[src/hdl/pcf_pkg.sv]
// ----------------------------------------------------------------------------
// pcf_pkg
// Shared types, constants and helper functions of the pixel to channel fader.
// ----------------------------------------------------------------------------
package pcf_pkg;

  localparam int CHANNELS  = 512;
  localparam int CH_W      = $clog2(CHANNELS);
  localparam int START_W   = 9;
  localparam int OUT_IDX_W = 9;
  localparam int LVL_W     = 8;
  localparam int WORD_W    = 32;
  localparam int SH_W      = 5;
  localparam int TGT_N     = 4;
  localparam int K_W       = 2;
  localparam int ADDR_W    = 4;

  localparam logic [LVL_W-1:0] ALPHA_FULL = 8'hff;

  localparam logic [WORD_W-1:0] RED_MASK_RST   = 32'h00ff_0000;
  localparam logic [WORD_W-1:0] GREEN_MASK_RST = 32'h0000_ff00;
  localparam logic [WORD_W-1:0] BLUE_MASK_RST  = 32'h0000_00ff;

  typedef enum logic [1:0] {
    OP_GREY = 2'd0,
    OP_RGB  = 2'd1,
    OP_ARGB = 2'd2,
    OP_NONE = 2'd3
  } op_t;

  typedef enum logic [1:0] {
    REG_RED   = 2'd0,
    REG_GREEN = 2'd1,
    REG_BLUE  = 2'd2,
    REG_NONE  = 2'd3
  } reg_idx_t;

  typedef struct packed {
    logic [WORD_W-1:0] red_bits;
    logic [WORD_W-1:0] green_bits;
    logic [WORD_W-1:0] blue_bits;
    logic [SH_W-1:0]   red_sh;
    logic [SH_W-1:0]   green_sh;
    logic [SH_W-1:0]   blue_sh;
  } cfg_fields_t;

  function automatic logic [SH_W-1:0] trailing_zeros(input logic [WORD_W-1:0] m);
    logic [SH_W-1:0] n;
    n = '0;
    for (int i = WORD_W - 1; i >= 0; i--) begin
      if (m[i]) n = SH_W'(i);
    end
    return n;
  endfunction

  function automatic logic [LVL_W-1:0] extract(input logic [WORD_W-1:0] word,
                                               input logic [WORD_W-1:0] mask,
                                               input logic [SH_W-1:0]   sh);
    logic [WORD_W-1:0] t;
    t = (word & mask) >> sh;
    return t[LVL_W-1:0];
  endfunction

  function automatic logic [CH_W-1:0] wrap_start(input logic [START_W-1:0] s);
    logic [15:0] v;
    v = 16'(s);
    for (int j = 8; j >= 0; j--) begin
      if ((CHANNELS << j) < (1 << START_W)) begin
        if (v >= 16'(CHANNELS << j)) v = v - 16'(CHANNELS << j);
      end
    end
    return v[CH_W-1:0];
  endfunction

  function automatic logic [CH_W-1:0] wrap_inc(input logic [CH_W-1:0] idx);
    logic [CH_W-1:0] r;
    if (idx == CH_W'(CHANNELS - 1)) r = '0;
    else r = idx + CH_W'(1);
    return r;
  endfunction

  function automatic logic [OUT_IDX_W-1:0] out_index(input logic [CH_W-1:0] idx);
    logic [15:0] t;
    t = 16'(idx);
    return t[OUT_IDX_W-1:0];
  endfunction

endpackage

[src/hdl/pcf_level_ram.sv]
// ----------------------------------------------------------------------------
// pcf_level_ram
// Channel level memory: one write port, one registered read port.
// ----------------------------------------------------------------------------
module pcf_level_ram import pcf_pkg::*; (
  input  logic             clk,
  input  logic             re,
  input  logic [CH_W-1:0]  raddr,
  output logic [LVL_W-1:0] rdata,
  input  logic             we,
  input  logic [CH_W-1:0]  waddr,
  input  logic [LVL_W-1:0] wdata
);

  logic [LVL_W-1:0] mem [CHANNELS];
  logic [LVL_W-1:0] rdata_r;

  assign rdata = rdata_r;

  always_ff @(posedge clk) begin
    if (we) mem[waddr] <= wdata;
  end

  always_ff @(posedge clk) begin
    if (re) rdata_r <= mem[raddr];
  end

endmodule

[config.mk]
export PLATFORM = sky130hd
export DESIGN_NAME = pcf_level_ram
export DESIGN_NICKNAME = d
export VERILOG_FILES = /design/src/hdl/pcf_pkg.sv /design/src/hdl/pcf_level_ram.sv
export SDC_FILE = /design/constraint.sdc
export NUM_CORES = 2
export LEC_CHECK = 0
export ABC_CLOCK_PERIOD_IN_PS = 3600
export BUFFER_PORTS_ARGS = -buffer_cell sky130_fd_sc_hd__buf_2
export CAP_MARGIN = 20
export CORE_ASPECT_RATIO = 0.75
export CORE_UTILIZATION = 40
export DETAILED_ROUTE_END_ITERATION = 12
export SLEW_MARGIN = 20
export SYNTH_ARGS = -nofsm -noshare
export SYNTH_HDL_FRONTEND = slang
export SYNTH_SLANG_ARGS = --single-unit
[constraint.sdc]
create_clock -name clk -period 3.6 [get_ports clk]
set_clock_uncertainty 0.15 [all_clocks]
set_input_delay 0.72 -clock clk [delete_from_list [all_inputs] [get_ports clk]]
set_output_delay 0.72 -clock clk [all_outputs]
set_load 0.02 [all_outputs]
Word level (Yosys, flattened, before mapping)
Memory sizes are Yosys's and may differ from the RTL's. A register that Yosys moved wholly into a read port is not among the register bits.
Cells that the tools add are included.
Operators by class
  multiplexer cells: 2
Operator list (number)
  $mux 1: 2
Word-level totals
  register bits: 0
  bits in writable memories: 4096
  input bits: 29
  output and inout port bits: 8
  word-level logic and storage cells: 3
  memories: 1
Memories
  mem: depth 512, width 8, read ports 1, clocked after Yosys merged registers in 1, write ports 1, RTL line pcf_level_ram.sv:15  | logic [LVL_W-1:0] mem [CHANNELS];

Logic depth before layout (Yosys ltp)
  depth after elaboration: 2
  gate-level depth with buffers: 12
  depth with buffers taken out: 7

Worst setup path after synthesis
Ideal clock, no wire load.
  kind: input -> register
  start point: input port raddr[0]
  end point: register rdata_r[0], in the netlist rdata[0] (read register of mem) (data pin)
  arrival time: 2.574 ns
  required time: 3.193 ns
  path slack: 0.619 ns
  cell stages on the path: 10
  buffers on the path: 4
  cells stage by stage: buf_4 > buf_12 > buf_12 > buf_2 > mux4_2 > o21ai_0 > nand3_1 > nand4_1 > o21ai_0 > o2111a_1
RTL lines
  start: declaration: RTL line pcf_level_ram.sv:8  | input logic [CH_W-1:0] raddr,
  end: declaration: RTL line pcf_level_ram.sv:16  | logic [LVL_W-1:0] rdata_r;

==> results.cfg <==
[cts]
htreeDepth = 5
post_cts_buffers = 0
clk_pin_slew_ns = 0.07
clkLatencyLatePin_ns = 0.98
numClockSinks = 4104
cts_tree = built
clk_path_buf_depth = 4
cts_buffers = 379
cts_resized = 0
root_buffer = clkbuf_16

[final_layout]
mostFrequentLayoutCells = 4104 x edfxtp_1, 1003 x buf_4, 797 x mux2i_1
final_util_pct = 47.2
nNetsFinal = 9147
drive_gt1_share_pct = 25.8
layout_commonest_cell = edfxtp_1
area_delta_synth_final_pct = 17.0

[synth]
synth-async-reset-ratio_pct = 0
syn_area_sq_um = 160000
synth.area.mux_share_pct = 14.2
synth_nets = 8059
syn_inst = 8030
synth_top_family_by_area = multiplexers
synth-simple-area-share_pct = 2.63
yosys_warnings = 0
synth-edff-count = 4104
synth_ff_type = edfxtp_1
synth_cell_types = 50
ys_seq_area_share_pct = 77.0
syn_area_per_cell_sq_um = 19.9
synth-xor-area-share_pct = 0
synth_adder_area_share_pct = 0
synth_compound_area_share_pct = 4.31
synth-seq-cells = 4104

[timing]
fin_hold_ws_ns = 0.153
rsz0062_at_grt = false
tightestPinTransition_ns = 1.16
finalCritPeriodShare_pct = 98.5
finalSetupViolCount = 0
relSlewSlack_pct = 21.8
hold_violations = 0
drv_slew = 0
period_needed_ns = 3.54
fin_setup_tns_ns = 0
fmax_mhz = 282

[place]
gp_congestion = 0.919
port_buffers = 36
hpwlAfterDp_mm = 293

[global_routing]
grt_overflow = 0
grt_pass1_wl_mm = 636
first_global_vias = 84600
grt_util_all_layers_pct = 21.9
grt_max_degree = 121
antenna_found_initial = 29

[die]
io_pins = 37
start_util_pct = 40.3
die_y_um = 550
die_area_sq_um = 403000
rows = 200
die_w_um = 732
design.core.area_sq_um = 397000

[detailed_routing]
dr.pass1.iters = 7
antenna_left = 0
vias = 86600
drt-wirelength-per-cell_um = 30.7
drc = 0
avgViaCountPerCell = 5.90
wirelength_mm = 450
drtIter0Drc = 13000

[flow_run]
drv_cap = 0

[worst_hold_path]
hold_class = in -> reg

[worst_setup_path]
cp.required_ns = 4.28
r2r_slack_ns = 0.24
end_kind = flop
crit_type = in -> reg
critPathMaxFanout = 32
start_kind = input pin
worstPathArrival_ns = 4.23

[power_and_ir_drop]
p_seq_share_pct = 53.8
p_leak_nw = 61.0
switching_share_pct = 21.8
peakVddDrop_uv = 440
p_comb_share_pct = 5.8
total_power_mw = 97.9
internal_power_mw = 76.6
p_switching_mw = 21.3
p_per_area_nw_per_um2 = 523
pwr-share-clk_pct = 40.5

[outcome]
status = finished clean
==> cells in the mapped netlist (4+ instances only) <==
| library cell | count | share of area [%] |
|---|---|---|
| edfxtp_1 | 4104 | 77 |
| mux2i_1 | 797 | 5.0 |
| mux4_2 | 654 | 9.2 |
| nor2_1 | 597 | 1.4 |
| o221ai_1 | 371 | 2.0 |
| clkbuf_1 | 265 | 0.62 |
| a21oi_1 | 194 | 0.61 |
| o22ai_1 | 163 | 0.64 |
| o21ai_0 | 118 | 0.37 |
| nand2_1 | 111 | 0.26 |
| nor3_1 | 109 | 0.34 |
| buf_4 | 70 | 0.33 |
| buf_6 | 64 | 0.45 |
| a22oi_1 | 61 | 0.29 |
| buf_2 | 57 | 0.18 |
| buf_1 | 41 | 0.096 |
| nand3_1 | 36 | 0.11 |
| nor4_1 | 36 | 0.14 |
| nand4_1 | 32 | 0.13 |
| and2_1 | 20 | 0.078 |
| a211oi_1 | 17 | 0.080 |
| o31ai_1 | 13 | 0.061 |
| buf_8 | 11 | 0.10 |
| nor3b_1 | 8 | 0.038 |
| o2111a_1 | 8 | 0.056 |
| o41ai_1 | 7 | 0.038 |
| nor2b_1 | 6 | 0.023 |
| or3_1 | 6 | 0.023 |
| a22o_1 | 5 | 0.027 |
| buf_12 | 5 | 0.063 |
| o311ai_0 | 5 | 0.027 |
| and3_1 | 4 | 0.016 |
| and3b_1 | 4 | 0.022 |
| nand2b_1 | 4 | 0.016 |
| or2_2 | 4 | 0.016 |
==> logic make-up after synthesis <==
kind of cell / count (synthesis)
AO/OA/AOI/OAI: 979
buffers and inverters: 516
flip-flops: 4104
multiplexers: 1451
AND/OR/NAND/NOR: 980
==> power groups by stage <==
stage	registers [mW]	clock network, mW	logic (mW)
finish	52.6	39.6	5.66
detailed placement	53.7	0	5.60
CTS	52.6	40.1	5.62
floorplan	53.7	0	2.50
global route	52.6	41.8	5.89
global placement	53.7	0	5.52
==> layer usage <==
metal	vias up	global-route usage (%)	wire (um)
met5	-	0	41
met4	6	5.38	11500
met3	629	5.74	52300
met2	4684	31.5	194000
met1	45600	33.1	192000
li1	35600	-	-
==> cell type report <==
cell class,instances,area (sq um)
fill,32600,210000
multi-input combinational,3410,34000
inverter,3,18.8
antenna,7,17.5
clock inverter,218,1980
timing repair buffer,1220,11400
tap,5252,6570
sequential,4104,123000
clock buffer,457,9900
==> registers in the layout, indices dropped and copies added (netlist names) <==
name   count
rdata      8
mem     4096
==> repair_timing <==
action                                 4_1_cts  5_1_grt
setup endpoints to repair                    0        0
endpoints found under the hold margin        8        0
hold buffers                                 1        0
==> worst paths after layout <==
check              start           to  depth (start not counted)
max             raddr[1]     rdata[5]                         13
min             wdata[5]  mem[351][5]                          1
max reg2reg   mem[96][5]     rdata[5]                          9
min reg2reg  mem[484][4]     rdata[4]                          6
==> metrics by stage <==
step | worst slack (ns) | cell area [sq um] | std cells
6_report | 0.0554 | 187000 | 14700
5_1_grt | 0.0542 | 187000 | 14700
4_1_cts | 0.133 | 187000 | 14700
3_5_place_dp | -0.889 | 175000 | 14000
3_3_place_gp | -0.873 | 175000 | 14000
2_1_floorplan | 0.619 | 160000 | 8030
==> worst max-delay path: stages <==
cell and delay (ns):
buf_8 0.11, or2_4 0.37, buf_12 0.20, buf_12 0.17
buf_4 0.19, o221ai_1 0.30, o22ai_1 0.15, buf_4 0.17
a22oi_1 0.25, nand2_1 0.08, o21ai_0 0.91, buf_4 0.33
o2111a_1 0.19
No activity file was read; power rests on OpenSTA's default activity.
