<file path="config.mk">
export PLATFORM = sky130hd
export DESIGN_NAME = pcf_fade_pipe
export DESIGN_NICKNAME = d
export VERILOG_FILES = /design/src/hdl/pcf_pkg.sv /design/src/hdl/pcf_fade_pipe.sv
export SDC_FILE = /design/constraint.sdc
export NUM_CORES = 1
export LEC_CHECK = 0
export BUFFER_PORTS_ARGS = -buffer_cell sky130_fd_sc_hd__buf_2
export CAP_MARGIN = 20
export CORE_ASPECT_RATIO = 1.1
export CORE_UTILIZATION = 50
export CTS_BUF_LIST = sky130_fd_sc_hd__clkbuf_8
export DETAILED_ROUTE_END_ITERATION = 10
export GPL_ROUTABILITY_DRIVEN = 0
export PLACE_DENSITY = 0.75
export SLEW_MARGIN = 15
export SYNTH_ARGS = -nofsm -noshare
export SYNTH_HDL_FRONTEND = slang
export SYNTH_SLANG_ARGS = --single-unit
</file>
<file path="constraint.sdc">
create_clock -name clk -period 14.47 [get_ports clk]
set_clock_uncertainty 0.05 [all_clocks]
set_input_delay 0.7235 -clock clk [delete_from_list [all_inputs] [get_ports clk]]
set_output_delay 0.7235 -clock clk [all_outputs]
set_load 0.01 [all_outputs]
</file>
<file path="src/hdl/pcf_pkg.sv">
// ----------------------------------------------------------------------------
// pcf_pkg
// Shared types, constants and helper functions of the pixel to channel fader.
// ----------------------------------------------------------------------------
package pcf_pkg;

  localparam int CHANNELS  = 512;
  localparam int CH_W      = $clog2(CHANNELS);
  localparam int START_W   = 9;
  localparam int OUT_IDX_W = 9;
  localparam int LVL_W     = 8;
  localparam int WORD_W    = 32;
  localparam int SH_W      = 5;
  localparam int TGT_N     = 4;
  localparam int K_W       = 2;
  localparam int ADDR_W    = 4;

  localparam logic [LVL_W-1:0] ALPHA_FULL = 8'hff;

  localparam logic [WORD_W-1:0] RED_MASK_RST   = 32'h00ff_0000;
  localparam logic [WORD_W-1:0] GREEN_MASK_RST = 32'h0000_ff00;
  localparam logic [WORD_W-1:0] BLUE_MASK_RST  = 32'h0000_00ff;

  typedef enum logic [1:0] {
    OP_GREY = 2'd0,
    OP_RGB  = 2'd1,
    OP_ARGB = 2'd2,
    OP_NONE = 2'd3
  } op_t;

  typedef enum logic [1:0] {
    REG_RED   = 2'd0,
    REG_GREEN = 2'd1,
    REG_BLUE  = 2'd2,
    REG_NONE  = 2'd3
  } reg_idx_t;

  typedef struct packed {
    logic [WORD_W-1:0] red_bits;
    logic [WORD_W-1:0] green_bits;
    logic [WORD_W-1:0] blue_bits;
    logic [SH_W-1:0]   red_sh;
    logic [SH_W-1:0]   green_sh;
    logic [SH_W-1:0]   blue_sh;
  } cfg_fields_t;

  function automatic logic [SH_W-1:0] trailing_zeros(input logic [WORD_W-1:0] m);
    logic [SH_W-1:0] n;
    n = '0;
    for (int i = WORD_W - 1; i >= 0; i--) begin
      if (m[i]) n = SH_W'(i);
    end
    return n;
  endfunction

  function automatic logic [LVL_W-1:0] extract(input logic [WORD_W-1:0] word,
                                               input logic [WORD_W-1:0] mask,
                                               input logic [SH_W-1:0]   sh);
    logic [WORD_W-1:0] t;
    t = (word & mask) >> sh;
    return t[LVL_W-1:0];
  endfunction

  function automatic logic [CH_W-1:0] wrap_start(input logic [START_W-1:0] s);
    logic [15:0] v;
    v = 16'(s);
    for (int j = 8; j >= 0; j--) begin
      if ((CHANNELS << j) < (1 << START_W)) begin
        if (v >= 16'(CHANNELS << j)) v = v - 16'(CHANNELS << j);
      end
    end
    return v[CH_W-1:0];
  endfunction

  function automatic logic [CH_W-1:0] wrap_inc(input logic [CH_W-1:0] idx);
    logic [CH_W-1:0] r;
    if (idx == CH_W'(CHANNELS - 1)) r = '0;
    else r = idx + CH_W'(1);
    return r;
  endfunction

  function automatic logic [OUT_IDX_W-1:0] out_index(input logic [CH_W-1:0] idx);
    logic [15:0] t;
    t = 16'(idx);
    return t[OUT_IDX_W-1:0];
  endfunction

endpackage

</file>
<file path="src/hdl/pcf_fade_pipe.sv">
// ----------------------------------------------------------------------------
// pcf_fade_pipe
// Pixel holding stage, per-channel read/modify/write sequencer, slew update,
// output register and the level memory clearing pass after reset.
// ----------------------------------------------------------------------------
module pcf_fade_pipe import pcf_pkg::*; (
  input  logic                 clk,
  input  logic                 rst_n,
  input  cfg_fields_t          cfg,
  input  logic                 in_valid,
  output logic                 in_stall,
  input  logic [1:0]           in_op,
  input  logic [WORD_W-1:0]    in_pixel_word,
  input  logic [START_W-1:0]   in_start_channel,
  input  logic [LVL_W-1:0]     in_fade_step,
  output logic                 out_valid,
  input  logic                 out_stall,
  output logic [OUT_IDX_W-1:0] out_channel_index,
  output logic [LVL_W-1:0]     out_level,
  output logic                 out_changed,
  output logic                 out_last,
  output logic                 mem_re,
  output logic [CH_W-1:0]      mem_raddr,
  input  logic [LVL_W-1:0]     mem_rdata,
  output logic                 mem_we,
  output logic [CH_W-1:0]      mem_waddr,
  output logic [LVL_W-1:0]     mem_wdata
);

  // clearing pass
  logic            clr_active_r;
  logic [CH_W-1:0] clr_addr_r;

  // pixel holding stage
  logic             item_vld_r, item_vld_nxt;
  logic [LVL_W-1:0] tgt_r [TGT_N];
  logic [K_W-1:0]   cnt_r;
  logic [K_W-1:0]   k_r, k_nxt;
  logic [CH_W-1:0]  idx_r, idx_nxt;
  logic [LVL_W-1:0] step_r;

  // update stage
  logic             s2_vld_r;
  logic [CH_W-1:0]  s2_idx_r;
  logic [LVL_W-1:0] s2_tgt_r;
  logic [LVL_W-1:0] s2_step_r;
  logic             s2_last_r;

  // last write, for a read that overlaps it
  logic             wr_vld_r;
  logic [CH_W-1:0]  wr_idx_r;
  logic [LVL_W-1:0] wr_lvl_r;

  logic                 out_valid_r;
  logic [OUT_IDX_W-1:0] out_idx_r;
  logic [LVL_W-1:0]     out_lvl_r;
  logic                 out_chg_r;
  logic                 out_last_r;

  logic             accept, load;
  logic             s2_fire, s2_free, issue, issue_last;
  logic [LVL_W-1:0] old_lvl, new_lvl, gap;
  logic             up, snap;
  op_t              op;

  assign op         = op_t'(in_op);
  assign s2_fire    = s2_vld_r & (~out_valid_r | ~out_stall);
  assign s2_free    = ~s2_vld_r | s2_fire;
  assign issue      = item_vld_r & s2_free;
  assign issue_last = issue & (k_r == cnt_r);
  assign in_stall   = clr_active_r | (item_vld_r & ~issue_last);
  assign accept     = in_valid & ~in_stall;
  assign load       = accept & (op != OP_NONE);

  assign mem_re    = issue;
  assign mem_raddr = idx_r;

  // slew update
  assign old_lvl = (wr_vld_r && wr_idx_r == s2_idx_r) ? wr_lvl_r : mem_rdata;
  assign up      = s2_tgt_r > old_lvl;
  assign gap     = up ? (s2_tgt_r - old_lvl) : (old_lvl - s2_tgt_r);
  assign snap    = (s2_step_r == '0) || ({1'b0, gap} < {s2_step_r, 1'b0});
  assign new_lvl = snap ? s2_tgt_r : (up ? old_lvl + s2_step_r : old_lvl - s2_step_r);

  assign mem_we    = clr_active_r | s2_fire;
  assign mem_waddr = clr_active_r ? clr_addr_r : s2_idx_r;
  assign mem_wdata = clr_active_r ? '0 : new_lvl;

  always_comb begin
    item_vld_nxt = item_vld_r;
    k_nxt        = k_r;
    idx_nxt      = idx_r;
    if (issue) begin
      k_nxt   = k_r + K_W'(1);
      idx_nxt = wrap_inc(idx_r);
    end
    if (issue_last) item_vld_nxt = 1'b0;
    if (load) begin
      item_vld_nxt = 1'b1;
      k_nxt        = '0;
      idx_nxt      = wrap_start(in_start_channel);
    end
  end

  always_ff @(posedge clk) begin
    if (!rst_n) begin
      clr_active_r <= 1'b1;
      clr_addr_r   <= '0;
    end else if (clr_active_r) begin
      clr_addr_r <= wrap_inc(clr_addr_r);
      if (clr_addr_r == CH_W'(CHANNELS - 1)) clr_active_r <= 1'b0;
    end
  end

  always_ff @(posedge clk) begin
    if (!rst_n) begin
      item_vld_r <= 1'b0;
      k_r        <= '0;
    end else begin
      item_vld_r <= item_vld_nxt;
      k_r        <= k_nxt;
    end
  end

  always_ff @(posedge clk) begin
    idx_r <= idx_nxt;
    if (load) begin
      step_r <= in_fade_step;
      unique case (op)
        OP_GREY: begin
          cnt_r    <= K_W'(0);
          tgt_r[0] <= extract(in_pixel_word, cfg.green_bits, cfg.green_sh);
          tgt_r[1] <= '0;
          tgt_r[2] <= '0;
          tgt_r[3] <= '0;
        end
        OP_RGB: begin
          cnt_r    <= K_W'(2);
          tgt_r[0] <= extract(in_pixel_word, cfg.red_bits, cfg.red_sh);
          tgt_r[1] <= extract(in_pixel_word, cfg.green_bits, cfg.green_sh);
          tgt_r[2] <= extract(in_pixel_word, cfg.blue_bits, cfg.blue_sh);
          tgt_r[3] <= '0;
        end
        default: begin
          cnt_r    <= K_W'(3);
          tgt_r[0] <= ALPHA_FULL;
          tgt_r[1] <= extract(in_pixel_word, cfg.red_bits, cfg.red_sh);
          tgt_r[2] <= extract(in_pixel_word, cfg.green_bits, cfg.green_sh);
          tgt_r[3] <= extract(in_pixel_word, cfg.blue_bits, cfg.blue_sh);
        end
      endcase
    end
  end

  always_ff @(posedge clk) begin
    if (!rst_n) begin
      s2_vld_r <= 1'b0;
    end else if (s2_free) begin
      s2_vld_r <= issue;
    end
  end

  always_ff @(posedge clk) begin
    if (issue) begin
      s2_idx_r  <= idx_r;
      s2_tgt_r  <= tgt_r[k_r];
      s2_step_r <= step_r;
      s2_last_r <= (k_r == cnt_r);
    end
  end

  always_ff @(posedge clk) begin
    if (!rst_n) begin
      wr_vld_r <= 1'b0;
    end else if (s2_fire) begin
      wr_vld_r <= 1'b1;
    end
  end

  always_ff @(posedge clk) begin
    if (s2_fire) begin
      wr_idx_r <= s2_idx_r;
      wr_lvl_r <= new_lvl;
    end
  end

  always_ff @(posedge clk) begin
    if (!rst_n) begin
      out_valid_r <= 1'b0;
    end else if (s2_fire) begin
      out_valid_r <= 1'b1;
    end else if (!out_stall) begin
      out_valid_r <= 1'b0;
    end
  end

  always_ff @(posedge clk) begin
    if (s2_fire) begin
      out_idx_r  <= out_index(s2_idx_r);
      out_lvl_r  <= new_lvl;
      out_chg_r  <= (s2_tgt_r != old_lvl);
      out_last_r <= s2_last_r;
    end
  end

  assign out_valid         = out_valid_r;
  assign out_channel_index = out_idx_r;
  assign out_level         = out_lvl_r;
  assign out_changed       = out_chg_r;
  assign out_last          = out_last_r;

endmodule

</file>
* After elaboration in Yosys (flattened, before gate mapping)
Memory sizes are Yosys's and may differ from the RTL's. A register that Yosys moved wholly into a read port is not among the register bits.
Cells that the tools add are included.
W data, S select, Z words.
** Storage, ports and cells
- Register bits :: 72
- Output and inout bits :: 49
- Bits of input ports :: 174
- Bits in writable memories :: 32
- Memories :: 1
- Logic and storage cells :: 107
** Operators by class
- $add $sub $neg :: 7
- Mux-type cells :: 34
- Magnitude comparators :: 2
- Reduce and logical (&&, ||, !) cells :: 8
- Shifts and indexed selects :: 3
- Eq/ne operators :: 8
- Bitwise gates (word level) :: 27
** Memory list
- tgt_r :: depth 4, width 8, read ports 1, clocked after memory_dff 1, write ports 4, line pcf_fade_pipe.sv:36 : logic [LVL_W-1:0] tgt_r [TGT_N];
** Operator list (number)
- $mux W8 :: 13
- $and A32 B32 Y32 :: 3
- $shr A32 B5 Y8 :: 3
- $mux W9 :: 5
- $sub A8 B8 Y8 :: 3
- $add A9 B1 Y9 const B :: 2
- $eq A9 B9 Y1 const B :: 2
- $mux W1 :: 15
- $or A1 B1 Y1 :: 12
- $eq A9 B9 Y1 :: 1
- $lt A8 B9 Y1 :: 1
- $add A8 B8 Y8 :: 1
- $gt A8 B8 Y1 :: 1
- $logic_not A8 Y1 :: 1
- $ne A8 B8 Y1 :: 1
- $and A1 B1 Y1 :: 6
- $not A1 Y1 :: 6
- $pmux W2 S2 :: 1
- $reduce_bool A2 Y1 :: 2
- $reduce_or A2 Y1 :: 2
- $add A2 B1 Y2 const B :: 1
- $eq A2 B1 Y1 const B :: 1
- $eq A2 B2 Y1 :: 1
- $logic_not A2 Y1 :: 1
- other kinds (4) :: 4

* Longest topological paths before layout
- Depth after elaboration :: 16
- Mapped depth :: 26
- Depth with buffers taken out :: 25

* Least setup slack after synthesis
No wires, ideal clock.
- Path type :: reg2out
- From :: register, netlist name out_channel_index[3]
- To :: output port mem_wdata[5]
- Stages on the path, launching flop included :: 25
- Data required time :: 13.696 ns
- Arrival time :: 6.181 ns
- Path buffers :: 1
- Path slack :: 7.515 ns
- Cells stage by stage :: edfxtp_1 -> xnor2_1 -> nand4_1 -> nor3_2 -> mux2_2 -> ha_1 -> and2_1 -> nand3b_1 -> a31oi_1 -> a211oi_2 -> a21oi_1 -> o21ai_1 -> mux2_2 -> o21ai_0 -> a21oi_1 -> xnor2_1 -> ha_1 -> nand3_1 -> a221oi_1 -> o2111ai_1 -> a41o_1 -> and2_1 -> clkbuf_1 -> or4b_4 -> a41oi_2
** RTL lines
- end, declared :: line pcf_fade_pipe.sv:27 : output logic [LVL_W-1:0] mem_wdata

==> impl_results.md <==
- Post-Layout Inst Area: 0.0111 sq mm
- Ys Warns: 0
- CP Data Arrival Time: 7.72 ns
- Die height: 148 um
- Maximum root-to-sink buffer count: 2
- Clock Root Buffer: clkbuf_8
- Most frequent cells in the layout: buf_2 (222), nand2_1 (169), o21ai_0 (129)
- LEAKAGE: 0.00450 uW
- CP startpoint: out_channel_index[5]
- Status: finished clean
- Number of synthesized flops with an enable pin: 88
- DPL Wire Length: 23600 um
- Final min period: 8.49 ns
- Fin nets: 1523
- DP Area: 0.0109 sq mm
- Die footprint: 0.0200 sq mm
- CP Capture Point: mem_wdata[5]
- Vias in the first global route: 8575
- Core region area: 0.0190 sq mm
- R2R setup slack: 7.19 ns
- WP data required: 13.70 ns
- Initial antenna violation count: 0
- ANT cells: 0
- Count of final hold-check violations: 0
- Global-route wire length before repair: 43700 um
- Worst min-delay path class: reg2reg
- CP startpoint kind: register
- Initial core utilization: 51.0%
- DRC violations left: 0
- Maxcap violations: 0
- TritonCTS Buffers: 9
- GRT overflow: 0
- Non-filler cells, final: 1568
- Worst IR Drop VDD: 39.3 uV
- Post-synthesis net count: 1352
- RSZ-0062 raised after global routing: no
- Cells after DPL: 1551
- Most common cell after layout, fill and taps aside: buf_2
- Boundary Pins: 223
- Tcrit/Tclk final: 58.7%
- Hold buffer count at cts: 0
- Synth Register Bits: 112
- WHS: 0.366 ns
- Layout cells sized above 1: 24.1%
- Final Setup Violations: 0
- Cell Pwr Density: 63.9 mW/mm^2
- Slew HR: 48.6%
- Avg WL per Cell: 18.4 um
- H-tree Lvls: 3
- TritonCTS clock tree: built
- Post-Route WL: 28800 um
- Final Slew Violations: 0
- Maximum clock rate: 118 MHz
- Postcts setup bufs: 0
- Worst r2r src: out_channel_index[5]
- Num rows: 53
- Horiz. Die Dim: 135 um
- Primary FF master, synth: edfxtp_1
- Library cells used by synthesis: 69
- Reg2reg end: out_level[5]
- Actual slew at the worst max-slew pin: 0.766 ns
- Sink Count: 112
- Largest net degree at the start of global routing: 57
- Largest fanout on the critical path: 15
- Post-CTS Resized: 0
- PortBufs: 222
- Syn avg cell area: 8.47 sq um
- Gate Count Post-Synth: 1145
- Worst skew pair latency: 0.39 ns
- Setup TNS: 0 ns
- Total Routing Usage GR: 28.4%
- Setup CP Type: reg2out
- Seq/Total Area, Yosys: 32.2%
- Setup crit end kind: primary output
- Drt initial violations: 593
- Vias per cell: 5.93
- Async set-or-reset flop fraction in the synthesized netlist: 0%
- Total power: 710 uW
- Area added between synthesis and finish: 14.6%
- Clock slew at reported path FFs: 0.12 ns
- First-pass iteration count of the detailed router: 5
- Syn Std Cell Area: 0.00970 sq mm
- DR vias: 9304
- Remaining antenna violation count: 0
- R2R depth: 23
[Yosys cell counts (3+ instances only)]
library cell | n | area share (%)
o22ai_1 | 12 | 0.77
nand3_1 | 86 | 4.4
o221ai_1 | 3 | 0.27
mux2_2 | 19 | 2.2
and3_1 | 11 | 0.71
nor4_1 | 3 | 0.19
inv_1 | 41 | 1.6
a2111oi_0 | 3 | 0.27
nor2_1 | 84 | 3.3
inv_2 | 3 | 0.12
nand4_1 | 5 | 0.32
a21boi_0 | 5 | 0.39
mux4_2 | 29 | 6.7
edfxtp_1 | 88 | 27
nand2b_1 | 10 | 0.65
xnor2_1 | 25 | 2.3
dfxtp_1 | 24 | 5.0
a22oi_1 | 5 | 0.39
a31oi_1 | 14 | 0.90
a211oi_1 | 4 | 0.31
or2_2 | 12 | 0.77
a21o_1 | 7 | 0.54
a21oi_1 | 57 | 2.9
a22o_1 | 5 | 0.45
o211ai_1 | 26 | 2.0
o31ai_1 | 9 | 0.70
nand3b_1 | 10 | 0.77
mux2i_1 | 69 | 7.1
and2_1 | 17 | 1.1
xor2_1 | 10 | 0.90
nor2b_1 | 9 | 0.58
nand2_1 | 169 | 6.5
buf_1 | 6 | 0.23
clkbuf_1 | 60 | 2.3
o21ai_0 | 129 | 6.7
nor3_1 | 5 | 0.26
ha_1 | 32 | 4.1
[sequential cells by signal (all words and copies together), names as in the netlist, 2 cells and up]
| signal | cells |
|---|---|
| tgt_r | 32 |
| clr_addr_r | 9 |
| mem_raddr | 9 |
| out_channel_index | 9 |
| s2_idx_r | 9 |
| out_level | 8 |
| s2_step_r | 8 |
| s2_tgt_r | 8 |
| step_r | 8 |
| cnt_r | 2 |
| k_r | 2 |
[stage by stage]
stage / util (%) / setup slack [ns]
after floorplan: - / 7.52
after global placement: 57.3 / 6.47
after detailed placement: 57.3 / 6.18
after CTS: 58.3 / 5.73
after global routing: 58.4 / 5.52
final: 58.4 / 5.98
[area by class of cell]
type,count,area [sq um]
fillers,1720,7920
multi-input cells,921,6160
flip-flops and latches,112,3120
repair buffers,227,1160
well taps,247,309
inverters,45,169
clock buffers,10,138
clock inverters,6,53.8
[per-layer routing]
| metal | vias up | GRT usage, % | routed length (um) |
|---|---|---|---|
| li1 | 4549 | - | - |
| met1 | 4224 | 33.0 | 11300 |
| met2 | 441 | 48.9 | 14000 |
| met3 | 90 | 3.34 | 1600 |
| met4 | 0 | 19.8 | 1880 |
| met5 | - | 0 | 0 |
[kinds of logic (layout without fill, tap and decap cells)]
logic type      after synthesis  in the layout  synth area share (%)
simple gates                433            433                  20.7
compound gates              301            301                  18.8
mux                         118            118                  16.2
flops                       112            112                  32.2
buf+inv                     112            288                  4.35
xor+xnor                     36             36                  3.33
fa+ha+maj                    33             33                  4.33
[critical path: stages (launching register included)]
cell	delay [ns]
edfxtp_1	0.43
xnor2_1	0.24
nand4_1	0.22
nor3_2	0.68
mux2i_1	0.46
inv_1	0.20
ha_1	0.38
ha_1	0.23
a211oi_2	0.37
a21oi_1	0.19
o21ai_2	0.57
mux2_2	0.43
o21ai_0	0.27
a21boi_0	0.17
xnor2_1	0.16
ha_1	0.16
a21o_1	0.10
a21oi_1	0.08
a221oi_1	0.37
o2111ai_1	0.18
a41o_1	0.28
and2_1	0.27
or4b_4	0.56
a41oi_2	0.18
buf_2	0.17
[worst min path at each step]
stage	from	to	slack, ns	cells after the start
2_1_floorplan	s2_last_r	out_last	0.35	0
3_3_place_gp	step_r[5]	s2_step_r[5]	0.35	0
3_5_place_dp	step_r[7]	s2_step_r[7]	0.36	0
4_1_cts	step_r[7]	s2_step_r[7]	0.37	0
5_1_grt	step_r[7]	s2_step_r[7]	0.38	0
6_report	step_r[7]	s2_step_r[7]	0.37	0
[power breakdown]
group          switching (uW)  leakage, uW  total [uW]  internal, uW
registers               0.807     0.000965         344           343
clock network             104     0.000106         187          82.9
logic                     107      0.00343         179          72.6
total                     211      0.00450         710           499
(Power assumes the default switching activity.)
