`config.mk`:
```
export PLATFORM = sky130hd
export DESIGN_NAME = pcf_cfg_regs
export DESIGN_NICKNAME = d
export VERILOG_FILES = /design/src/hdl/pcf_pkg.sv /design/src/hdl/pcf_cfg_regs.sv
export SDC_FILE = /design/constraint.sdc
export NUM_CORES = 1
export LEC_CHECK = 0
export ABC_AREA = 1
export BUFFER_PORTS_ARGS = -buffer_cell sky130_fd_sc_hd__clkbuf_2
export CAP_MARGIN = 10
export CORE_MARGIN = 10
export CORE_UTILIZATION = 44
export CTS_CLUSTER_SIZE = 14
export DETAILED_ROUTE_END_ITERATION = 8
export MAX_ROUTING_LAYER = met4
export PLACE_DENSITY = 0.77
export SYNTH_ARGS = -nofsm -noshare
export SYNTH_HDL_FRONTEND = slang
export SYNTH_SLANG_ARGS = --single-unit
```
`constraint.sdc`:
```
create_clock -name clk -period 1.9 [get_ports clk]
set_input_delay 0.38 -clock clk [delete_from_list [all_inputs] [get_ports clk]]
set_output_delay 0.38 -clock clk [all_outputs]
set_load 0.02 [all_outputs]
```
`src/hdl/pcf_pkg.sv`:
```
// ----------------------------------------------------------------------------
// pcf_pkg
// Shared types, constants and helper functions of the pixel to channel fader.
// ----------------------------------------------------------------------------
package pcf_pkg;

  localparam int CHANNELS  = 512;
  localparam int CH_W      = $clog2(CHANNELS);
  localparam int START_W   = 9;
  localparam int OUT_IDX_W = 9;
  localparam int LVL_W     = 8;
  localparam int WORD_W    = 32;
  localparam int SH_W      = 5;
  localparam int TGT_N     = 4;
  localparam int K_W       = 2;
  localparam int ADDR_W    = 4;

  localparam logic [LVL_W-1:0] ALPHA_FULL = 8'hff;

  localparam logic [WORD_W-1:0] RED_MASK_RST   = 32'h00ff_0000;
  localparam logic [WORD_W-1:0] GREEN_MASK_RST = 32'h0000_ff00;
  localparam logic [WORD_W-1:0] BLUE_MASK_RST  = 32'h0000_00ff;

  typedef enum logic [1:0] {
    OP_GREY = 2'd0,
    OP_RGB  = 2'd1,
    OP_ARGB = 2'd2,
    OP_NONE = 2'd3
  } op_t;

  typedef enum logic [1:0] {
    REG_RED   = 2'd0,
    REG_GREEN = 2'd1,
    REG_BLUE  = 2'd2,
    REG_NONE  = 2'd3
  } reg_idx_t;

  typedef struct packed {
    logic [WORD_W-1:0] red_bits;
    logic [WORD_W-1:0] green_bits;
    logic [WORD_W-1:0] blue_bits;
    logic [SH_W-1:0]   red_sh;
    logic [SH_W-1:0]   green_sh;
    logic [SH_W-1:0]   blue_sh;
  } cfg_fields_t;

  function automatic logic [SH_W-1:0] trailing_zeros(input logic [WORD_W-1:0] m);
    logic [SH_W-1:0] n;
    n = '0;
    for (int i = WORD_W - 1; i >= 0; i--) begin
      if (m[i]) n = SH_W'(i);
    end
    return n;
  endfunction

  function automatic logic [LVL_W-1:0] extract(input logic [WORD_W-1:0] word,
                                               input logic [WORD_W-1:0] mask,
                                               input logic [SH_W-1:0]   sh);
    logic [WORD_W-1:0] t;
    t = (word & mask) >> sh;
    return t[LVL_W-1:0];
  endfunction

  function automatic logic [CH_W-1:0] wrap_start(input logic [START_W-1:0] s);
    logic [15:0] v;
    v = 16'(s);
    for (int j = 8; j >= 0; j--) begin
      if ((CHANNELS << j) < (1 << START_W)) begin
        if (v >= 16'(CHANNELS << j)) v = v - 16'(CHANNELS << j);
      end
    end
    return v[CH_W-1:0];
  endfunction

  function automatic logic [CH_W-1:0] wrap_inc(input logic [CH_W-1:0] idx);
    logic [CH_W-1:0] r;
    if (idx == CH_W'(CHANNELS - 1)) r = '0;
    else r = idx + CH_W'(1);
    return r;
  endfunction

  function automatic logic [OUT_IDX_W-1:0] out_index(input logic [CH_W-1:0] idx);
    logic [15:0] t;
    t = 16'(idx);
    return t[OUT_IDX_W-1:0];
  endfunction

endpackage

```
`src/hdl/pcf_cfg_regs.sv`:
```
// ----------------------------------------------------------------------------
// pcf_cfg_regs
// Field mask registers behind the APB-style port, with their shift amounts.
// ----------------------------------------------------------------------------
module pcf_cfg_regs import pcf_pkg::*; (
  input  logic              clk,
  input  logic              rst_n,
  input  logic              cfg_psel,
  input  logic              cfg_penable,
  input  logic              cfg_pwrite,
  input  logic [ADDR_W-1:0] cfg_paddr,
  input  logic [WORD_W-1:0] cfg_pwdata,
  output logic [WORD_W-1:0] cfg_prdata,
  output logic              cfg_pready,
  output cfg_fields_t       cfg
);

  cfg_fields_t cfg_r;
  reg_idx_t    idx;
  logic        wr_en;
  logic [SH_W-1:0] wr_sh;

  assign idx        = reg_idx_t'(cfg_paddr[3:2]);
  assign cfg_pready = 1'b1;
  assign wr_en      = cfg_psel & cfg_penable & cfg_pwrite & cfg_pready;
  assign wr_sh      = trailing_zeros(cfg_pwdata);
  assign cfg        = cfg_r;

  always_comb begin
    unique case (idx)
      REG_RED:   cfg_prdata = cfg_r.red_bits;
      REG_GREEN: cfg_prdata = cfg_r.green_bits;
      REG_BLUE:  cfg_prdata = cfg_r.blue_bits;
      default:   cfg_prdata = '0;
    endcase
  end

  always_ff @(posedge clk) begin
    if (!rst_n) begin
      cfg_r.red_bits   <= RED_MASK_RST;
      cfg_r.green_bits <= GREEN_MASK_RST;
      cfg_r.blue_bits  <= BLUE_MASK_RST;
      cfg_r.red_sh     <= trailing_zeros(RED_MASK_RST);
      cfg_r.green_sh   <= trailing_zeros(GREEN_MASK_RST);
      cfg_r.blue_sh    <= trailing_zeros(BLUE_MASK_RST);
    end else if (wr_en) begin
      unique case (idx)
        REG_RED: begin
          cfg_r.red_bits <= cfg_pwdata;
          cfg_r.red_sh   <= wr_sh;
        end
        REG_GREEN: begin
          cfg_r.green_bits <= cfg_pwdata;
          cfg_r.green_sh   <= wr_sh;
        end
        REG_BLUE: begin
          cfg_r.blue_bits <= cfg_pwdata;
          cfg_r.blue_sh   <= wr_sh;
        end
        default: ;
      endcase
    end
  end

endmodule

```
; Word-level counts from Yosys, hierarchy flattened
; Index checks and enable logic that the tools add are counted.
[totals]
regBits = 111
[op_classes]
eq_ne = 2
n_mux = 33
bitwise_logic = 2
reduce_logical = 4
[op_table]
columns = operator, count
row1 = two-way mux 5 bit, 32
row2 = case mux 32 bit (3 select lines), 1
row3 = AND reduction 2 bit, 3
row4 = AND 1 bit, 2
row5 = "equality test 2 x 1 -> 1 bit, second input constant", 1
row6 = "equality test 2 bit, second input constant", 1
row7 = logical NOT 2 bit, 1

; Longest topological paths before layout
; Gate-level depths: netlist of the first run.
[depth]
depth_word = 32
depth_mapped = 33

; Worst setup path before layout of the first run
; Ideal clock, no wire load.
[synth_timing]
path_kind = input to register
startpoint = in cfg_pwdata[30]
endpoint = reg cfg_r (netlist bit cfg[10])
setup_time_ps = 67
t_arrival_ps = 1882
required_time_ps = 1833
setup_slack_ps = -48
stages = 33
n_path_buf = 0
path_cell_list = inv_2 > nand2_1 > nand2_1 > nand2_1 > nand2_1 > nand2_1 > nand2_1 > nand2_1 > nand2_1 > nand2_1 > nand2_1 > nand2_1 > nand2_1 > nand2_1 > nand2_1 > nand2_1 > nand2_1 > nand2_1 > nand2_1 > nand2_1 > nand2_1 > nand2_1 > nand2_1 > nand2_1 > nand2_1 > nand2_1 > nand2_1 > nand2_1 > nand2_1 > nand2_1 > nand2_1 > nand2_2 > a21oi_2
[synth_via]
elab_chain_cells = 31
[synth_rtl]
columns = item, line
row1 = start: declaration, pcf_cfg_regs.sv:12  ; input logic [WORD_W-1:0] cfg_pwdata,
row2 = two-way mux 5 bit (31 in series), pcf_pkg.sv:51  ; if (m[i]) n = SH_W'(i);
row3 = end: declaration, pcf_cfg_regs.sv:18  ; cfg_fields_t cfg_r;
; No other way between the ends.
; A chain may end at the register's enable or synchronous reset.

; Worst setup path after layout of the first run
; Ends and elaborated chain as after synthesis.

==> results.yml, run 1 <==
setup_path:
  startpoint_type: "input pin"
  slowest_delay_ns: 0.14
  critical_path.top_delay_family: "simple AND/OR/NAND/NOR gates"
  r2r_end: "cfg[38]"
  cp-endpoint: "cfg[10]"
  worstSetupPathType: "input pin to register"
  cp_max_fo: 3
  startpoint: "cfg_pwdata[30]"
  crit_path_end_kind: "register"
  worst-r2r-setup-slack_ns: 1.19
  critPathBufInv: 2
  cpMaxStageDelayCell: "a21oi_2"
  crit_path_frequent_cell: "nand2_1"
  rr_startpoint: "cfg[38]"
  crit_arrival_ns: 2.37
  required_ns: 2.19
  path_depth: 34
  rr_worst_depth: 2
global_route:
  grt_max_degree: 54
  grt.total_usage_pct: 20.6
  grt_pass1_vias: 5006
  antenna_found_initial: 0
  grt_overflow: 0
  grt_pass1_wl_um: 24700
cts:
  htreeDepth: 3
  clock-sinks: 111
  cts_tree: "built"
  clk_latency_ns: 0.35
  cts_buffers: 9
  path_clk_slew_ns: 0.10
  cts_buffer_depth: 2
  cts_setup_buffers: 0
  clockRootBuffer: "clkbuf_8"
finish:
  seq_area_mm2: 0.00222
  diodes: 0
  largest_reg_flops: 111
  final_net_count: 863
  n_fill_cell: 969
  final_area_mm2: 0.00611
  finalNonFillerCells: 963
  areaGrowthSynthToFinish_pct: 33.5
  multi_input_area_mm2: 0.00206
  drive_gt1_share_pct: 32.4
detailed_routing:
  vias: 5031
  first_pass_iters: 5
  drt_iter0_drc: 348
  ant_nets: 0
  routed_wl_um: 15400
  drc_errors: 0
  vias_per_cell: 5.22
  wire_per_inst_um: 16.0
sta:
  fin_crit_sh_pct: 109
  hold_violations: 0
  period_minus_slack_ns: 2.07
  fin_ws_ns: -0.174
  skew_ns: 0
  report.final.slew_viol_count: 0
  finalSetupViolCount: 3
  rsz0062_at_grt: "yes"
  max_freq_mhz: 482
floorplan:
  rows: 37
  boundaryPins: 185
  die_h_um: 122
  die_x_um: 122
  core_mm2: 0.0102
  start_util_pct: 44.8
  dieArea_mm2: 0.0149
logic_synthesis:
  synthDistinctLibCells: 22
  synth_area_leader_cell: "dfxtp_1"
  ys_seq_area_share_pct: 48.5
  synthTopCellsByArea: "dfxtp_1, nand2_1, a21oi_1"
  yosys_warnings: 0
  syn-cell-area_mm2: 0.00458
  yosysTopAreaCellShare_pct: 48.5
  synth.ff_latch_count: 111
  synth_area_per_cell_um2: 7.21
  synth_fp_nets: 676
  synthCells: 635
run:
  maxCapViolations: 0
hold_path:
  hold_class: "input pin to register"
pwr:
  ir_drop_mv: 0.375
  p_leak_uw: 0.00308
  power_density_mw_per_mm2: 717
placed_design:
  gp_congestion: 0.893
  hpwl_um: 11600
  placedCellCount: 947
  place.port_buffers: 181
  placed_cell_area_mm2: 0.00589
status:
  status: "finished with violations"
  violations: "setup timing"
-- cells in the mapped netlist, drive strengths merged --
cell type  count
nor4           1
nor2          28
a311oi         2
o211ai        24
buf            4
dfxtp        111
nor3           1
conb           1
nand2        170
a21oi         86
nand3         34
o21bai         1
o31ai          1
inv           42
o21ai         88
clkbuf        39
clkinv         2
-- worst register-to-register path: cells and delay by family (launching register included) --
family	cells	cell delay, ns
AO/OA/AOI/OAI	2	0.26
flip-flops	1	0.35
-- cells by family after synthesis --
| kind of cell | count (synthesis) | share of synthesized area [%] |
|---|---|---|
| AO/OA/AOI/OAI | 202 | 23.9 |
| buffers and inverters | 87 | 7.27 |
| flip-flops | 111 | 48.5 |
| other | 1 | 0.0819 |
| AND/OR/NAND/NOR | 234 | 20.2 |
-- stage by stage --
stage / total power, µW / hold slack [ns] / setup TNS, ns / utilization, % / worst slack [ns]
global placement: 3080 / 0.480 / -2.19 / 57.6 / -0.526
finish: 4380 / 0.307 / -0.509 / 59.8 / -0.174
global route: 4570 / 0.299 / -1.55 / 59.8 / -0.536
CTS: 4410 / 0.276 / -0.234 / 59.6 / -0.0825
detailed placement: 3100 / 0.487 / -2.52 / 57.6 / -0.527
floorplan: 2810 / 0.506 / -0.104 / - / -0.0399
-- routing by layer --
| layer | GRT usage [%] | up-vias | routed length [µm] |
|---|---|---|---|
| li1 | - | 2492 | - |
| met1 | 24.6 | 2332 | 6580 |
| met2 | 34.0 | 183 | 7600 |
| met3 | 3.33 | 24 | 878 |
| met4 | 7.75 | 0 | 318 |
| met5 | - | - | 0 |
-- cell type report --
class	count	share of cell area, %
timing repair buffer	219	21.2
sequential	111	36.3
clock buffer	11	2.31
multi-input combinational	437	33.7
tap	136	2.78
clock inverter	5	0.675
inverter	44	2.99
-- placed cells by master, fill, tap and decap left out, types with 7 or more instances in the layout --
master	n
nand2_2	9
clkbuf_2	180
nand3_1	34
inv_1	25
inv_2	15
buf_4	31
nand2_1	161
o21ai_0	55
a21oi_1	83
o211ai_1	24
o21ai_1	33
nor2_1	25
buf_12	7
clkbuf_8	10
dfxtp_1	111
-- timing repair --
item / 4_1_cts / 5_1_grt
pin swaps: 1 / 9
resized for setup: 3 / 7
hold buffers: 0 / 0
endpoints found under the hold margin: 0 / 0
setup endpoints to repair: 3 / 5
gates cloned: 0 / 0
-- power breakdown --
part	switching, µW	internal, µW
sequential	42.6	2380
clock	800	530
combinational	407	227
-- worst min path at each step --
| stage | from | to | slack, ns | cells after the start |
|---|---|---|---|---|
| 6_report | cfg_pwdata[18] | cfg[33] | 0.31 | 3 |
| 5_1_grt | cfg_pwdata[18] | cfg[33] | 0.30 | 3 |
| 4_1_cts | cfg_pwdata[18] | cfg[33] | 0.28 | 3 |
| 3_5_place_dp | cfg[57] | cfg[57] | 0.49 | 2 |
| 3_3_place_gp | cfg[60] | cfg[60] | 0.48 | 2 |
| 2_1_floorplan | cfg_pwdata[30] | cfg[77] | 0.51 | 2 |
Note: power is estimated with default switching activity, not from simulation.
==> run 2: changes to the inputs <==
Settings changed: CTS_BUF_LIST set to sky130_fd_sc_hd__clkbuf_16, GPL_ROUTABILITY_DRIVEN set to 0.
==> run 2 against run 1 <==
Compared with the run above:
- clock skew did not move
- flip-flop and latch count did not move
- total power rose by 9.5%
- sequential share of layout area fell by 0.53 points
- register-to-register slack barely moved
- clock power rose by 31%
- the flow still finishes with violations (setup timing)
- sequential power barely moved
- maximum frequency fell by 2.3%
- hold slack improved by 0.024 ns
- critical path type unchanged
==> results.yml, run 2 (synthesis gave the netlist of run 1 again) <==
setup_path:
  crit_arrival_ns: 2.39
  critical_path.top_delay_family: "simple AND/OR/NAND/NOR gates"
  cp-endpoint: "cfg[10]"
  slowest_delay_ns: 0.14
  worst-r2r-setup-slack_ns: 1.19
  cpMaxStageDelayCell: "a21oi_2"
  startpoint: "cfg_pwdata[30]"
  startpoint_type: "input pin"
  crit_path_frequent_cell: "nand2_1"
  required_ns: 2.17
  rr_startpoint: "cfg[38]"
  crit_path_end_kind: "register"
  critPathBufInv: 2
  worstSetupPathType: "input pin to register"
  rr_worst_depth: 2
  cp_max_fo: 3
  r2r_end: "cfg[38]"
  path_depth: 34
finish:
  areaGrowthSynthToFinish_pct: 35.5
  final_common_cell: "clkbuf_2"
  drive_gt1_share_pct: 32.3
  final_cell_mix: "clkbuf_2, nand2_1, dfxtp_1"
  largest_reg_flops: 111
  diodes: 0
  finalNonFillerCells: 963
  final_area_mm2: 0.00621
  final_net_count: 863
  n_fill_cell: 958
pwr:
  power_density_mw_per_mm2: 773
  p_leak_uw: 0.00313
  p_int_uw: 3500
  sw_frac_of_total_pct: 27.1
  p_sw_uw: 1300
  p_total_uw: 4800
  seqPwrFrac_pct: 50.4
  combPwrFrac_pct: 13.2
  power_frac_clock_pct: 36.4
  ir_drop_mv: 0.534
status:
  violations: "setup timing"
  status: "finished with violations"
sta:
  fin_ws_ns: -0.223
  max_freq_mhz: 471
  period_minus_slack_ns: 2.12
  hold_violations: 0
  rsz0062_at_grt: "yes"
  setup_tns_ns: -0.640
  fin_crit_sh_pct: 112
  finalSetupViolCount: 3
  skew_ns: 0
  report.final.slew_viol_count: 0
detailed_routing:
  met3WireLength_um: 825
  drc_errors: 0
  ant_nets: 0
  vias: 5035
  routed_wl_um: 15400
  vias_per_cell: 5.23
  first_pass_iters: 5
  met2_length_um: 7680
  wire_per_inst_um: 16.0
  wl_met1_um: 6550
  drt_iter0_drc: 365
  highest_layer: "met4"
global_route:
  grt_max_degree: 54
  antenna_found_initial: 0
  grt.total_usage_pct: 20.6
  grt_pass1_wl_um: 24700
  grt_overflow: 0
  grt_pass1_vias: 5029
cts:
  htreeDepth: 3
  clockRootBuffer: "clkbuf_16"
  path_clk_slew_ns: 0.07
  clock-sinks: 111
  cts_buffers: 9
  cts_setup_buffers: 0
  cts_tree: "built"
  clk_latency_ns: 0.33
  cts_hold_buf: 0
  cts_buffer_depth: 2
floorplan:
  dieArea_mm2: 0.0149
  die_h_um: 122
  die_x_um: 122
  boundaryPins: 185
  rows: 37
  start_util_pct: 44.8
  core_mm2: 0.0102
placed_design:
  placedCellCount: 947
  hpwl_um: 11600
  place.port_buffers: 181
  post-place-ws_ns: -0.527
  placed_cell_area_mm2: 0.00589
hold_path:
  hold_class: "input pin to register"
run:
  maxCapViolations: 0
run 2: cell type report:
cell class / instances / area [µm²] / share of cell area [%]
sequential: 111 / 2220 / 35.8
multi-input combinational: 437 / 2060 / 33.2
timing repair buffer: 219 / 1300 / 20.9
clock buffer: 9 / 225 / 3.63
inverter: 44 / 183 / 2.94
tap: 136 / 170 / 2.74
clock inverter: 7 / 48.8 / 0.786
run 2: tightest hold or removal path, stage by stage:
cell and delay, ns:
clkbuf_2 0.10, inv_2 0.08, a21oi_1 0.06
run 2: power groups by stage:
stage               Sequential, µW  Clock [µW]  Combinational, µW
global route                  2420        1860                697
detailed placement            2470           0                628
floorplan                     2520           0                287
finish                        2420        1740                634
global placement              2470           0                616
CTS                           2420        1780                633
run 2: worst min-delay path by stage:
stage	endpoint	slack, ns	depth (start not counted)	from
final	cfg[33]	0.33	3	cfg_pwdata[18]
after floorplan	cfg[77]	0.51	2	cfg_pwdata[30]
after global placement	cfg[60]	0.48	2	cfg[60]
after CTS	cfg[33]	0.31	3	cfg_pwdata[18]
after global routing	cfg[66]	0.34	3	cfg_pwdata[19]
after detailed placement	cfg[57]	0.49	2	cfg[57]
run 2: what timing repair did:
| action | CTS | global route |
|---|---|---|
| setup endpoints to repair | 3 | 6 |
| gates resized for setup | 3 | 7 |
| hold endpoints to repair | 0 | 0 |
| pin swaps | 1 | 9 |
| gates cloned | 0 | 0 |
run 2: metal layers:
layer  track usage, %  vias up
met5                -        -
met3             3.24       20
li1                 -     2488
met1             24.4     2358
met2             34.5      169
met4             7.45        0
run 2: metrics by stage:
step | hold slack [ns] | util [%]
6_report | 0.331 | 60.7
2_1_floorplan | 0.506 | -
3_3_place_gp | 0.480 | 57.6
4_1_cts | 0.312 | 60.5
5_1_grt | 0.338 | 60.7
3_5_place_dp | 0.487 | 57.6
==> run 3: changes to the inputs <==
Settings changed: ABC_AREA 1 to 0, CORE_MARGIN 10 to 4, CORE_UTILIZATION 44 to 45.
==> run 3 against run 2 <==
Compared with the run above:
- the flow now finishes without violations
- routed wire length is 2.2% higher
- synthesized cell count is 2.7% higher
- via count is 3.5% higher
- cell count is 1.3% higher
- clock skew stayed put
- first-iteration DRC count is 1.6% higher
- clock-buffer cell count stayed put
- register-to-register slack hardly changed
- highest routed layer unchanged
==> results.yml, run 3 <==
status:
  status: "completed"
logic_synthesis:
  synth.ff_latch_count: 111
  synthTopCellsByArea: "dfxtp_1, nand2_1, a21boi_0"
  synthDistinctLibCells: 39
  yosys_warnings: 0
  ys_seq_area_share_pct: 43.7
  post-synth-top-count-cell: "nand2_1"
  synth_area_leader_cell: "dfxtp_1"
  async_flop_share_pct: 0
  yosysTopAreaCellShare_pct: 43.7
  yosys-top-cells-count: "nand2_1, dfxtp_1, a21boi_0"
  syn-cell-area_mm2: 0.00508
  synth-edff-count: 0
  synthCells: 652
  synth_fp_nets: 693
  synth_flop_cell: "dfxtp_1"
  synth_area_per_cell_um2: 7.80
finish:
  final_common_cell: "nand2_1"
  drive_gt1_share_pct: 28.9
  final_cell_mix: "nand2_1, clkbuf_2, dfxtp_1"
  finalCoreUtilization_pct: 60.3
  largest_reg_flops: 111
  finalNonFillerCells: 976
  final_net_count: 872
  diodes: 0
  areaGrowthSynthToFinish_pct: 29.8
pwr:
  power_density_mw_per_mm2: 736
  ir_drop_mv: 0.489
  p_leak_uw: 0.00288
placed_design:
  placedCellCount: 960
  hpwl_um: 11300
  post-place-ws_ns: -0.123
  place.port_buffers: 181
sta:
  period_minus_slack_ns: 1.71
  finalSetupViolCount: 0
  max_freq_mhz: 586
  fin_ws_ns: 0.193
  tightest_slew_ns: 0.503
  report.final.slew_viol_count: 0
  setup_tns_ns: 0
  fin_crit_sh_pct: 89.9
  slew_headroom_pct: 66.5
  skew_ns: 0
  rsz0062_at_grt: "no"
  hold_violations: 0
setup_path:
  required_ns: 1.52
  crit_arrival_ns: 1.33
  crit_path_end_kind: "output pin"
  cp_cell_sequence: "clkbuf_2, buf_12, mux2i_1, o21ai_1, clkbuf_2"
  crit_path_frequent_cell: "clkbuf_2"
  worstSetupPathType: "input pin to output pin"
  slowest_delay_ns: 0.25
  startpoint_type: "input pin"
  cpMaxStageDelayCell: "clkbuf_2"
  cp_max_fo: 14
detailed_routing:
  first_pass_iters: 5
  routed_wl_um: 15700
  drc_errors: 0
  ant_nets: 0
  vias_per_cell: 5.34
  met2_length_um: 7290
  wire_per_inst_um: 16.1
  drt_iter0_drc: 371
  highest_layer: "met4"
  vias: 5213
  wl_met1_um: 7260
  met3WireLength_um: 1040
cts:
  clk_latency_ns: 0.34
  cts_buffer_depth: 2
  cts_resized: 0
  cts_hold_buf: 0
  htreeDepth: 3
  path_clk_slew_ns: 0.07
  cts_setup_buffers: 0
  clock-sinks: 111
  clockRootBuffer: "clkbuf_16"
  cts_buffers: 9
  cts_tree: "built"
floorplan:
  die_h_um: 114
  rows: 38
  dieArea_mm2: 0.0131
  die_x_um: 114
  boundaryPins: 185
  start_util_pct: 46.5
  core_mm2: 0.0109
global_route:
  grt.total_usage_pct: 24.6
  grt_pass1_vias: 4842
  grt_pass1_wl_um: 25300
  antenna_found_initial: 0
  grt_overflow: 0
  grt_max_degree: 54
hold_path:
  hold_class: "input pin to register"
run:
  maxCapViolations: 0
## run 3: cell types whose count changed after synthesis, moves of 22 or more
cell      change
a21oi_1      -81
nand2_1      +68
a21boi_0     +63
mux2i_1      +32
o21ai_1      -29
inv_1        -22
## run 3: routing by layer
layer  GRT usage (%)  vias up
met4            3.96        0
met5               -        -
met2            38.8      191
met1            34.2     2461
met3            3.70        9
li1                -     2552
## run 3: kinds of logic (layout without fill, tap and decap cells)
logic type	Yosys count	count (layout)	share of synthesized area, %
simple gates	313	313	26.0
compound gates	142	142	19.0
flops	111	111	43.7
buf+inv	53	237	4.87
mux	32	32	6.30
other cells	1	1	0.0738
## run 3: metrics by stage
| stage | area [µm²] | power [µW] | hold WS, ns |
|---|---|---|---|
| 3_5_place_dp | 6300 | 3020 | 0.456 |
| 5_1_grt | 6600 | 5030 | 0.349 |
| 6_report | 6600 | 4860 | 0.338 |
| 4_1_cts | 6600 | 4880 | 0.333 |
| 3_3_place_gp | 6300 | 3010 | 0.447 |
| 2_1_floorplan | 5090 | 2750 | 0.504 |
## run 3: final cells by class
type                    instances  area [µm²]
fillers                      1029        4340
multi-input cells             488        2630
flip-flops and latches        111        2220
repair buffers                218        1260
clock buffers                   9         225
well taps                     140         175
clock inverters                 7        71.3
inverters                       3        11.3
## run 3: path summary, 6_finish.rpt
path         depth (start not counted)            from  slack [ns]              to
min reg2reg                          2          cfg[7]        0.46          cfg[7]
max reg2reg                          2         cfg[39]        1.19         cfg[39]
min                                  3  cfg_pwdata[20]        0.34         cfg[67]
max                                  5    cfg_paddr[2]        0.19  cfg_prdata[23]
## run 3: where the power goes
part | leakage, µW | total, µW | switching (µW) | internal [µW]
logic | 0.00184 | 578 | 365 | 214
clock network | 0.000141 | 1890 | 870 | 1020
registers | 0.000897 | 2380 | 25.9 | 2360
total | 0.00288 | 4860 | 1260 | 3590
## run 3: worst max-delay path, delay by kind of cell
family	cells	cell delay, ns
AOI/OAI and AO/OA	1	0.08
buffers and inverters	3	0.62
muxes	1	0.24
